File: src/design/sbet_pkg.sv
`timescale 1ns / 1ps

package sbet_pkg;

  localparam int TIME_W  = 48;
  localparam int PORT_W  = 6;
  localparam int VLAN_W  = 12;
  localparam int MAC_W   = 48;
  localparam int DELAY_W = 32;
  localparam int CODE_W  = 2;

  localparam int MS_PER_SEC         = 1000;
  localparam int DEFAULT_DELAY_SECS = 30;
  localparam logic [DELAY_W-1:0] DELAY_RESET = DELAY_W'(DEFAULT_DELAY_SECS * MS_PER_SEC);

  localparam logic REQ_EVENT = 1'b0;
  localparam logic REQ_SWEEP = 1'b1;

  localparam logic KIND_NEW_ADDR = 1'b0;
  localparam logic KIND_MOVED    = 1'b1;

  localparam logic CFG_NA_DELAY    = 1'b0;
  localparam logic CFG_MOVED_DELAY = 1'b1;

  typedef enum logic [1:0] {
    ACT_NOTIFY  = 2'd0,
    ACT_BLOCK   = 2'd1,
    ACT_UNBLOCK = 2'd2
  } action_t;

  typedef enum logic [CODE_W-1:0] {
    CODE_NOT_IN_VLAN = 2'd0,
    CODE_NEW_ADDR    = 2'd1,
    CODE_MOVED       = 2'd2,
    CODE_OTHER       = 2'd3
  } breach_code_t;

  typedef enum logic [2:0] {
    ST_IDLE,
    ST_EV_CMP,
    ST_EV_NOTE,
    ST_SWEEP,
    ST_FLUSH
  } state_t;

  typedef struct packed {
    action_t            action;
    logic               kind;
    logic [PORT_W-1:0]  port;
    logic [VLAN_W-1:0]  vlan;
    logic [MAC_W-1:0]   mac;
  } res_t;

  // status from the datapath to the sequencer
  typedef struct packed {
    logic in_valid;
    logic in_sweep;
    logic in_event_ok;
    logic is_moved;
    logic fdb_hit;
    logic expired;
    logic sw_hit;
    logic pend_v;
    logic out_free;
  } stat_t;

  // commands from the sequencer to the datapath
  typedef struct packed {
    logic in_ready;
    logic mem_re;
    logic sweep_addr;
    logic ev_act;
    logic ev_note;
    logic sw_take;
    logic flush;
  } ctrl_t;

endpackage

File: src/design/sbet_stamp_ram.sv
`timescale 1ns / 1ps

module sbet_stamp_ram import sbet_pkg::*; #(
  parameter int DEPTH = 32,
  parameter int AW    = 5
) (
  input  logic              clk,
  input  logic              rst_n,
  input  logic              re,
  input  logic [AW-1:0]     raddr,
  output logic [TIME_W-1:0] rdata,
  output logic              rvalid,
  input  logic              we,
  input  logic [AW-1:0]     waddr,
  input  logic [TIME_W-1:0] wdata
);

  logic [TIME_W-1:0] mem [DEPTH];
  logic [DEPTH-1:0]  vld_r;
  logic [TIME_W-1:0] rdata_r;
  logic              rvalid_r;

  always_ff @(posedge clk) begin
    if (we) begin
      mem[waddr] <= wdata;
    end
    if (re) begin
      rdata_r <= mem[raddr];
    end
  end

  // entries never written read back with rvalid low
  always_ff @(posedge clk) begin
    if (!rst_n) begin
      vld_r    <= '0;
      rvalid_r <= 1'b0;
    end else begin
      if (we) begin
        vld_r[waddr] <= 1'b1;
      end
      if (re) begin
        rvalid_r <= vld_r[raddr];
      end
    end
  end

  assign rdata  = rdata_r;
  assign rvalid = rvalid_r;

endmodule

File: src/design/sbet_expiry.sv
`timescale 1ns / 1ps

module sbet_expiry import sbet_pkg::*; (
  input  logic [TIME_W-1:0]  now_ms,
  input  logic [TIME_W-1:0]  stamp,
  input  logic [DELAY_W-1:0] delay_ms,
  output logic               expired
);

  logic [TIME_W:0] limit;

  // full-width sum, never wraps
  assign limit   = {1'b0, stamp} + {{(TIME_W + 1 - DELAY_W){1'b0}}, delay_ms};
  assign expired = ({1'b0, now_ms} > limit);

endmodule

File: src/design/sbet_seq.sv
`timescale 1ns / 1ps

module sbet_seq import sbet_pkg::*; #(
  parameter int NUM_PORTS = 32,
  parameter int AW        = 5,
  parameter int CW        = 6
) (
  input  logic          clk,
  input  logic          rst_n,
  input  stat_t         stat,
  output ctrl_t         ctrl,
  output logic [CW-1:0] rd_idx,
  output logic [AW-1:0] cmp_idx,
  output logic          cmp_v
);

  state_t        state_r, state_nxt;
  logic [CW-1:0] rd_idx_r, rd_idx_nxt;
  logic [AW-1:0] cmp_idx_r, cmp_idx_nxt;
  logic          cmp_v_r, cmp_v_nxt;
  logic          accept;
  logic          stall;
  logic          rd_more;
  logic          sweep_done;

  assign accept     = stat.in_valid && (state_r == ST_IDLE);
  assign stall      = stat.sw_hit && stat.pend_v && !stat.out_free;
  assign rd_more    = (rd_idx_r < CW'(NUM_PORTS));
  assign sweep_done = !rd_more && !cmp_v_r;

  always_comb begin
    state_nxt = state_r;
    unique case (state_r)
      ST_IDLE: begin
        if (accept) begin
          if (stat.in_sweep) begin
            state_nxt = ST_SWEEP;
          end else if (stat.in_event_ok) begin
            state_nxt = ST_EV_CMP;
          end
        end
      end
      ST_EV_CMP: begin
        if (stat.expired) begin
          state_nxt = (!stat.is_moved && !stat.fdb_hit) ? ST_EV_NOTE : ST_FLUSH;
        end else begin
          state_nxt = ST_IDLE;
        end
      end
      ST_EV_NOTE: begin
        if (stat.out_free) begin
          state_nxt = ST_FLUSH;
        end
      end
      ST_SWEEP: begin
        if (sweep_done) begin
          state_nxt = ST_FLUSH;
        end
      end
      ST_FLUSH: begin
        if (!stat.pend_v || stat.out_free) begin
          state_nxt = ST_IDLE;
        end
      end
      default: state_nxt = ST_IDLE;
    endcase
  end

  always_comb begin
    ctrl = '0;
    unique case (state_r)
      ST_IDLE: begin
        ctrl.in_ready = 1'b1;
        ctrl.mem_re   = accept;
      end
      ST_EV_CMP: begin
        ctrl.ev_act = stat.expired;
      end
      ST_EV_NOTE: begin
        ctrl.ev_note = stat.out_free;
      end
      ST_SWEEP: begin
        ctrl.sweep_addr = 1'b1;
        ctrl.mem_re     = rd_more && !stall;
        ctrl.sw_take    = stat.sw_hit && !stall;
      end
      ST_FLUSH: begin
        ctrl.flush = stat.pend_v && stat.out_free;
      end
      default: ctrl = '0;
    endcase
  end

  // sweep pipeline: read one port while comparing the previous one
  always_comb begin
    rd_idx_nxt  = rd_idx_r;
    cmp_idx_nxt = cmp_idx_r;
    cmp_v_nxt   = cmp_v_r;
    if (state_r == ST_IDLE) begin
      rd_idx_nxt = '0;
      cmp_v_nxt  = 1'b0;
    end else if (state_r == ST_SWEEP && !stall) begin
      cmp_v_nxt = rd_more;
      if (rd_more) begin
        cmp_idx_nxt = rd_idx_r[AW-1:0];
        rd_idx_nxt  = rd_idx_r + CW'(1);
      end
    end
  end

  always_ff @(posedge clk) begin
    if (!rst_n) begin
      state_r   <= ST_IDLE;
      rd_idx_r  <= '0;
      cmp_idx_r <= '0;
      cmp_v_r   <= 1'b0;
    end else begin
      state_r   <= state_nxt;
      rd_idx_r  <= rd_idx_nxt;
      cmp_idx_r <= cmp_idx_nxt;
      cmp_v_r   <= cmp_v_nxt;
    end
  end

  assign rd_idx  = rd_idx_r;
  assign cmp_idx = cmp_idx_r;
  assign cmp_v   = cmp_v_r;

endmodule

File: src/design/security_breach_event_throttle_unit.sv
`timescale 1ns / 1ps

// Per-port holdoff for switch security-breach events. A dropped breach event
// leaves the sequencer idle; a throttled one goes through the compare and back
// to idle; one that produces results goes through the stamp read and compare,
// then hands each result to the output register in turn. During a sweep the
// new-address stamp memory is read one port per cycle while no output stall
// holds it, and its data is checked by the single shared add-and-compare unit
// in the next cycle. Results for an item are held one deep, so the last flag
// is known before a result leaves. in_ready is high whenever the sequencer is
// idle, even while a finished result still waits in the output register.
// Stamps start at zero after reset without any clearing pass.
module security_breach_event_throttle_unit import sbet_pkg::*; #(
  parameter int NUM_PORTS = 32
) (
  input  logic               clk,
  input  logic               rst_n,
  input  logic               in_valid,
  output logic               in_ready,
  input  logic               in_req_type,
  input  logic [TIME_W-1:0]  in_now_ms,
  input  logic [PORT_W-1:0]  in_port_num,
  input  logic [CODE_W-1:0]  in_breach_code,
  input  logic [VLAN_W-1:0]  in_vlan_id,
  input  logic [MAC_W-1:0]   in_src_mac,
  input  logic               in_fdb_hit,
  output logic               out_valid,
  input  logic               out_ready,
  output logic [1:0]         out_action,
  output logic               out_breach_kind,
  output logic [PORT_W-1:0]  out_port,
  output logic [VLAN_W-1:0]  out_vlan,
  output logic [MAC_W-1:0]   out_mac,
  output logic               out_last,
  input  logic               cfg_we,
  input  logic               cfg_index,
  input  logic [DELAY_W-1:0] cfg_data
);

  localparam int AW = (NUM_PORTS > 1) ? $clog2(NUM_PORTS) : 1;
  localparam int CW = $clog2(NUM_PORTS + 1);

  stat_t stat;
  ctrl_t ctrl;

  logic [CW-1:0] rd_idx;
  logic [AW-1:0] cmp_idx;
  logic          cmp_v;
  logic          accept;

  logic [DELAY_W-1:0] na_delay_r, mv_delay_r;

  logic               cap_req_r;
  logic [TIME_W-1:0]  cap_now_r;
  logic [PORT_W-1:0]  cap_port_r;
  logic [CODE_W-1:0]  cap_code_r;
  logic [VLAN_W-1:0]  cap_vlan_r;
  logic [MAC_W-1:0]   cap_mac_r;
  logic               cap_hit_r;
  logic [AW-1:0]      cap_idx;
  logic               cap_moved;

  logic [AW-1:0]      raddr;
  logic [TIME_W-1:0]  na_rdata, mv_rdata;
  logic               na_rvld, mv_rvld;
  logic [TIME_W-1:0]  na_stamp, mv_stamp;
  logic [TIME_W-1:0]  cmp_stamp;
  logic [DELAY_W-1:0] cmp_delay;
  logic               expired;

  logic [NUM_PORTS-1:0] blocked_r, blocked_nxt;
  logic                 sw_hit;

  logic  pend_v_r, pend_v_nxt;
  res_t  pend_r, pend_nxt;
  logic  out_v_r, out_v_nxt;
  res_t  out_r, out_nxt;
  logic  out_last_r, out_last_nxt;
  logic  out_free;
  res_t  ev_first, na_note, unblock_res;

  assign accept = in_valid && ctrl.in_ready;

  always_ff @(posedge clk) begin
    if (!rst_n) begin
      na_delay_r <= DELAY_RESET;
      mv_delay_r <= DELAY_RESET;
    end else if (cfg_we) begin
      unique case (cfg_index)
        CFG_NA_DELAY:    na_delay_r <= cfg_data;
        CFG_MOVED_DELAY: mv_delay_r <= cfg_data;
        default:         na_delay_r <= na_delay_r;
      endcase
    end
  end

  always_ff @(posedge clk) begin
    if (accept) begin
      cap_req_r  <= in_req_type;
      cap_now_r  <= in_now_ms;
      cap_port_r <= in_port_num;
      cap_code_r <= in_breach_code;
      cap_vlan_r <= in_vlan_id;
      cap_mac_r  <= in_src_mac;
      cap_hit_r  <= in_fdb_hit;
    end
  end

  assign cap_idx   = AW'(cap_port_r - PORT_W'(1));
  assign cap_moved = (cap_req_r == REQ_EVENT) && (cap_code_r == CODE_MOVED);

  assign raddr = ctrl.sweep_addr ? rd_idx[AW-1:0] : AW'(in_port_num - PORT_W'(1));

  sbet_stamp_ram #(.DEPTH(NUM_PORTS), .AW(AW)) u_na_ram (
    .clk    (clk),
    .rst_n  (rst_n),
    .re     (ctrl.mem_re),
    .raddr  (raddr),
    .rdata  (na_rdata),
    .rvalid (na_rvld),
    .we     (ctrl.ev_act && !cap_moved),
    .waddr  (cap_idx),
    .wdata  (cap_now_r)
  );

  sbet_stamp_ram #(.DEPTH(NUM_PORTS), .AW(AW)) u_mv_ram (
    .clk    (clk),
    .rst_n  (rst_n),
    .re     (ctrl.mem_re),
    .raddr  (raddr),
    .rdata  (mv_rdata),
    .rvalid (mv_rvld),
    .we     (ctrl.ev_act && cap_moved),
    .waddr  (cap_idx),
    .wdata  (cap_now_r)
  );

  assign na_stamp  = na_rvld ? na_rdata : '0;
  assign mv_stamp  = mv_rvld ? mv_rdata : '0;
  assign cmp_stamp = cap_moved ? mv_stamp : na_stamp;
  assign cmp_delay = cap_moved ? mv_delay_r : na_delay_r;

  sbet_expiry u_expiry (
    .now_ms   (cap_now_r),
    .stamp    (cmp_stamp),
    .delay_ms (cmp_delay),
    .expired  (expired)
  );

  assign sw_hit = cmp_v && blocked_r[cmp_idx] && expired;

  always_comb begin
    blocked_nxt = blocked_r;
    if (ctrl.ev_act && !cap_moved) begin
      blocked_nxt[cap_idx] = 1'b1;
    end
    if (ctrl.sw_take) begin
      blocked_nxt[cmp_idx] = 1'b0;
    end
  end

  always_ff @(posedge clk) begin
    if (!rst_n) begin
      blocked_r <= '0;
    end else begin
      blocked_r <= blocked_nxt;
    end
  end

  assign out_free = !out_v_r || out_ready;

  assign stat.in_valid    = in_valid;
  assign stat.in_sweep    = (in_req_type == REQ_SWEEP);
  assign stat.in_event_ok = (in_port_num != '0)
                            && ({1'b0, in_port_num} <= (PORT_W + 1)'(NUM_PORTS))
                            && ((in_breach_code == CODE_NEW_ADDR)
                                || (in_breach_code == CODE_MOVED));
  assign stat.is_moved    = cap_moved;
  assign stat.fdb_hit     = cap_hit_r;
  assign stat.expired     = expired;
  assign stat.sw_hit      = sw_hit;
  assign stat.pend_v      = pend_v_r;
  assign stat.out_free    = out_free;

  sbet_seq #(.NUM_PORTS(NUM_PORTS), .AW(AW), .CW(CW)) u_seq (
    .clk     (clk),
    .rst_n   (rst_n),
    .stat    (stat),
    .ctrl    (ctrl),
    .rd_idx  (rd_idx),
    .cmp_idx (cmp_idx),
    .cmp_v   (cmp_v)
  );

  always_comb begin
    ev_first = '{action: ACT_BLOCK, kind: KIND_NEW_ADDR, port: cap_port_r,
                 vlan: '0, mac: '0};
    if (cap_moved) begin
      ev_first = '{action: ACT_NOTIFY, kind: KIND_MOVED, port: cap_port_r,
                   vlan: cap_vlan_r, mac: cap_mac_r};
    end
    na_note     = '{action: ACT_NOTIFY, kind: KIND_NEW_ADDR, port: cap_port_r,
                    vlan: cap_vlan_r, mac: cap_mac_r};
    unblock_res = '{action: ACT_UNBLOCK, kind: KIND_NEW_ADDR,
                    port: PORT_W'(cmp_idx) + PORT_W'(1), vlan: '0, mac: '0};
  end

  // hold one result back so the last flag is known when it leaves
  always_comb begin
    pend_v_nxt   = pend_v_r;
    pend_nxt     = pend_r;
    out_v_nxt    = out_v_r && !out_ready;
    out_nxt      = out_r;
    out_last_nxt = out_last_r;
    if (ctrl.ev_act) begin
      pend_v_nxt = 1'b1;
      pend_nxt   = ev_first;
    end
    if (ctrl.ev_note) begin
      out_v_nxt    = 1'b1;
      out_nxt      = pend_r;
      out_last_nxt = 1'b0;
      pend_nxt     = na_note;
    end
    if (ctrl.sw_take) begin
      if (pend_v_r) begin
        out_v_nxt    = 1'b1;
        out_nxt      = pend_r;
        out_last_nxt = 1'b0;
      end
      pend_v_nxt = 1'b1;
      pend_nxt   = unblock_res;
    end
    if (ctrl.flush) begin
      out_v_nxt    = 1'b1;
      out_nxt      = pend_r;
      out_last_nxt = 1'b1;
      pend_v_nxt   = 1'b0;
    end
  end

  always_ff @(posedge clk) begin
    if (!rst_n) begin
      pend_v_r <= 1'b0;
      out_v_r  <= 1'b0;
    end else begin
      pend_v_r <= pend_v_nxt;
      out_v_r  <= out_v_nxt;
    end
  end

  always_ff @(posedge clk) begin
    pend_r     <= pend_nxt;
    out_r      <= out_nxt;
    out_last_r <= out_last_nxt;
  end

  assign in_ready        = ctrl.in_ready;
  assign out_valid       = out_v_r;
  assign out_action      = out_r.action;
  assign out_breach_kind = out_r.kind;
  assign out_port        = out_r.port;
  assign out_vlan        = out_r.vlan;
  assign out_mac         = out_r.mac;
  assign out_last        = out_last_r;

endmodule

File: config.mk
export PLATFORM = sky130hd
export DESIGN_NAME = security_breach_event_throttle_unit
export DESIGN_NICKNAME = d
export VERILOG_FILES = /design/src/design/sbet_pkg.sv /design/src/design/sbet_stamp_ram.sv /design/src/design/sbet_expiry.sv /design/src/design/sbet_seq.sv /design/src/design/security_breach_event_throttle_unit.sv
export SDC_FILE = /design/constraint.sdc
export NUM_CORES = 2
export LEC_CHECK = 0
export BUFFER_PORTS_ARGS = -buffer_cell sky130_fd_sc_hd__buf_2
export CORE_UTILIZATION = 45
export CTS_BUF_LIST = sky130_fd_sc_hd__clkbuf_16
export CTS_CLUSTER_SIZE = 16
export DETAILED_ROUTE_END_ITERATION = 7
export PLACE_DENSITY = 0.61
export REMOVE_ABC_BUFFERS = 1
export SYNTH_ARGS = -nofsm -noshare
export SYNTH_HDL_FRONTEND = slang
export SYNTH_SLANG_ARGS = --single-unit
File: constraint.sdc
create_clock -name clk -period 15.3 [get_ports clk]
set_clock_uncertainty 0.2 [all_clocks]
set_input_delay 2.295 -clock clk [delete_from_list [all_inputs] [get_ports clk]]
set_output_delay 2.295 -clock clk [all_outputs]
set_load 0.05 [all_outputs]
==> metrics.cfg <==
[critical_path]
worst_path_most_repeated_cell = nand3_1
rr_endpoint = u_na_ram.mem[27][14]$_DFFE_PP_
worstSetupStartpointType = flop
crit_path_max_fanout = 45
critical_path.endpoint = u_na_ram.mem[27][14]$_DFFE_PP_
worstPathArrival_ps = 10460
endpoint_kind = flop
crit_required_ps = 15640
crit_start = cap_code_r[1]$_DFFE_PP_
slowest_stage = buf_4
worstPathCellList = or3b_4 > and2_2 > buf_4 > a22o_1 > ha_1 > o21ai_0 > o211ai_1 > nand3_1 > o211ai_1 > a21oi_1 > o21ai_0 > nand3_1 > nor3_1 > mux2i_1 > ha_1 > nand3_1 > nor4_1 > o32ai_1 > a21oi_1 > nand2_4 > nor4_4 > buf_4
timing.reg2reg.worst_path_depth = 22
cp_top_family = simple AND/OR/NAND/NOR gates
critPathKind = reg2reg
path_buf_inv = 2
critPathMaxStageDelay_ps = 800
reg2reg_slack_ps = 5190
worstReg2RegStart = cap_code_r[1]$_DFFE_PP_
path_depth = 22

[yosys]
async_set_or_reset_flop_fraction_in_the_synthesized_netlist = 0
netlist_instances = 7115
avgSynthCellArea_um2 = 19.7
number_of_enable_type_register_cells_in_the_synthesized_netlist = 3292
postSynthRegisterBits = 3604
syn-cell-area_um2 = 140000
distinct_cell_type_count_after_synthesis = 85
synth_sequential_area_ratio = 0.750
ys_dominant_reg_cell = edfxtp_1
yosysWarnings = 0

[sta]
final_max_slew_viol_count = 0
fmax_mhz = 98.9
final-hold-violation-count = 0
minimum_setup_slack_in_the_final_design_ps = 5190
worst_pin_slew_ps = 1230
slew_headroom = 0.173
holdWs_ps = 226
unrepaired_setup_endpoints_after_global_routing = no
layout_worst_path_cycle_share = 0.661
final-setup-viol-count = 0
min_period_ps = 10110
setup_tns_after_final_layout_ps = 0

[global_route]
met1_usage = 0.331
grt_usage = 0.244
gr-usage-met2 = 0.405
maximum_number_of_pins_on_one_net_before_global_route_repair = 111
grt_first_pass_wirelength_mm = 546
grt_antenna_before_repair = 52
first_global_vias = 72800
grt-ovfl-total = 0
global_route.usage.met3 = 0.0376
busiest_layer = met2

[power_and_ir_drop]
switching_pwr_mw = 7.06
power.switching_fraction = 0.284
power_frac_clock = 0.348
internal_power_mw = 17.8
peakVddDrop_v = 0.000121
powerDensity_nw_per_um2 = 157
power.combinational.fraction = 0.171
share_seq_of_total_power = 0.481
power.static_leakage_nw = 52.2

[final_layout]
number_of_nets_in_the_layout = 7813
sequential_cell_area_um2 = 105000
drive_gt1_frac = 0.263
post-route-util = 0.514
layout_commonest_cell = edfxtp_1
final.fill_count = 24600
multiInputGateArea_um2 = 33700
areaGrowthSynthToFinish_pct = 13.3
layout.cells.most_common_list = 3292 x edfxtp_1, 778 x mux4_2, 542 x nand2_1, 374 x clkbuf_16, 312 x dfxtp_1

[clock_network]
worstSkewPairLatency_ps = 970
cts.root.buffer_cell = clkbuf_16
cts_tree = yes
cts_hold_buffers = 0
worst_setup_hold_path_clk_slew_ps = 60
clk_path_buf_depth = 4
cts.repair_timing.setup_buffer_count = 0
cts_inserted_buffers = 367
clock_tree.htree_level_count = 5
tritoncts_num_sinks = 3604
post_cts_resize_count = 0

[detailed_routing]
initial_drt_pass_iterations = 8
routedWlPerCell_um = 32.3
postRouteWirelength_mm = 387
drc = 0
detail_route.iter0.violations = 8433
post_route_ant_nets = 0
via_count = 72100
drt-vias-per-instance = 6.00

[placement]
finalWeightedCongestion = 0.901
place_hpwl_mm = 226
io_buffer_count = 227
dp_slack_ps = 5360

[die]
die_width_um = 560
placementRows = 204
floorplan.initialDensity = 0.453
fp.dieArea_um2 = 314000
core_um2 = 309000
number_of_primary_i_o_pins = 228
die_height_um = 560

[job]
timing.max_cap.violations = 0

[status]
run_status = finished, final reports clean

[worst_hold_path]
worst_hold_launch = cap_mac_r[14]$_DFFE_PP_
min_path_type = reg2reg

-- sequential cells by signal, indices dropped and copies added (netlist names), 2 cells and up --
name,flops
blocked_r,32
cap_code_r,2
cap_mac_r,48
cap_now_r,48
cap_port_r,6
cap_vlan_r,12
mv_delay_r,32
na_delay_r,32
out_action,2
out_mac,48
out_port,6
out_vlan,12
pend_r,69
u_mv_ram.mem,1536
u_mv_ram.rdata,48
u_mv_ram.vld_r,32
u_na_ram.mem,1536
u_na_ram.rdata,48
u_na_ram.vld_r,32
u_seq.cmp_idx,5
u_seq.rd_idx,6
u_seq.state_r,3
-- worst min-delay path by stage --
| stage | depth (start not counted) | slack [ps] | to |
|---|---|---|---|
| floorplan | 2 | 220 | pend_r[68]$_SDFFE_PP1P_ |
| global placement | 1 | 240 | u_na_ram.vld_r[11]$_SDFFE_PN0P_ |
| detailed placement | 1 | 240 | pend_r[39]$_SDFFE_PP0P_ |
| CTS | 1 | 230 | pend_r[14]$_SDFFE_PP0P_ |
| global route | 1 | 240 | pend_r[29]$_SDFFE_PP0P_ |
| finish | 1 | 230 | pend_r[14]$_SDFFE_PP0P_ |
-- kinds of logic (layout without fill, tap and decap cells) --
group	Yosys count	after routing	share of synthesized area
fa+ha+maj	87	87	0.00782
compound gates	685	685	0.0326
simple gates	1026	1026	0.0338
mux	1241	1241	0.160
buf+inv	420	1178	0.0130
flops	3604	3604	0.750
xor+xnor	52	52	0.00325
other cells	0	15	0
-- area by class of cell --
type / count / area share
Tap cell: 4120 / 0.0324
Antenna cell: 15 / 0.000236
Inverter: 29 / 0.000717
Multi-Input combinational cell: 3091 / 0.212
Timing Repair Buffer: 477 / 0.0195
Clock buffer: 374 / 0.0589
Clock inverter: 298 / 0.0143
Sequential cell: 3604 / 0.662
-- power groups by stage --
stage                     combinational, mW  sequential [mW]  clock (mW)
after floorplan                        4.39             12.6           0
after global placement                 4.21             12.2           0
after detailed placement               4.29             12.2           0
after CTS                              4.30             12.0        8.80
after global routing                   4.48             12.0        9.17
final                                  4.26             12.0        8.66
-- through the flow --
step	instance area, um^2	total power [mW]	std cells
after floorplan	138000	17.0	6724
after global placement	147000	16.4	11300
after detailed placement	147000	16.5	11300
after CTS	159000	25.1	12000
after global routing	159000	25.7	12000
final	159000	24.9	12000
-- per-layer routing --
metal  vias up  part of all wire
met5         -           0.00034
met4        20             0.036
met3       583             0.070
met2      2956              0.49
met1     38600              0.40
li1      29900                 -
-- synthesized netlist by cell type, types with 16 or more instances --
library cell / count / area, um^2
edfxtp_1: 3292 / 98900
mux4_2: 778 / 17500
nand2_1: 546 / 2050
dfxtp_1: 312 / 6250
mux2i_1: 292 / 2920
a21oi_1: 225 / 1130
clkbuf_1: 189 / 709
mux2_2: 160 / 1800
nor2_1: 157 / 589
nand3_1: 146 / 731
o21ai_0: 146 / 731
buf_2: 121 / 606
a22o_1: 94 / 823
ha_1: 86 / 1080
o21a_1: 69 / 518
buf_1: 62 / 233
nor3_1: 45 / 225
o221a_2: 33 / 372
inv_1: 28 / 105
xor2_1: 27 / 236
xnor2_1: 25 / 219
nand4_1: 19 / 119
nor4_2: 18 / 225
a211oi_1: 17 / 128
nand2b_1: 16 / 100
Note: power is estimated with default switching activity, not from simulation.
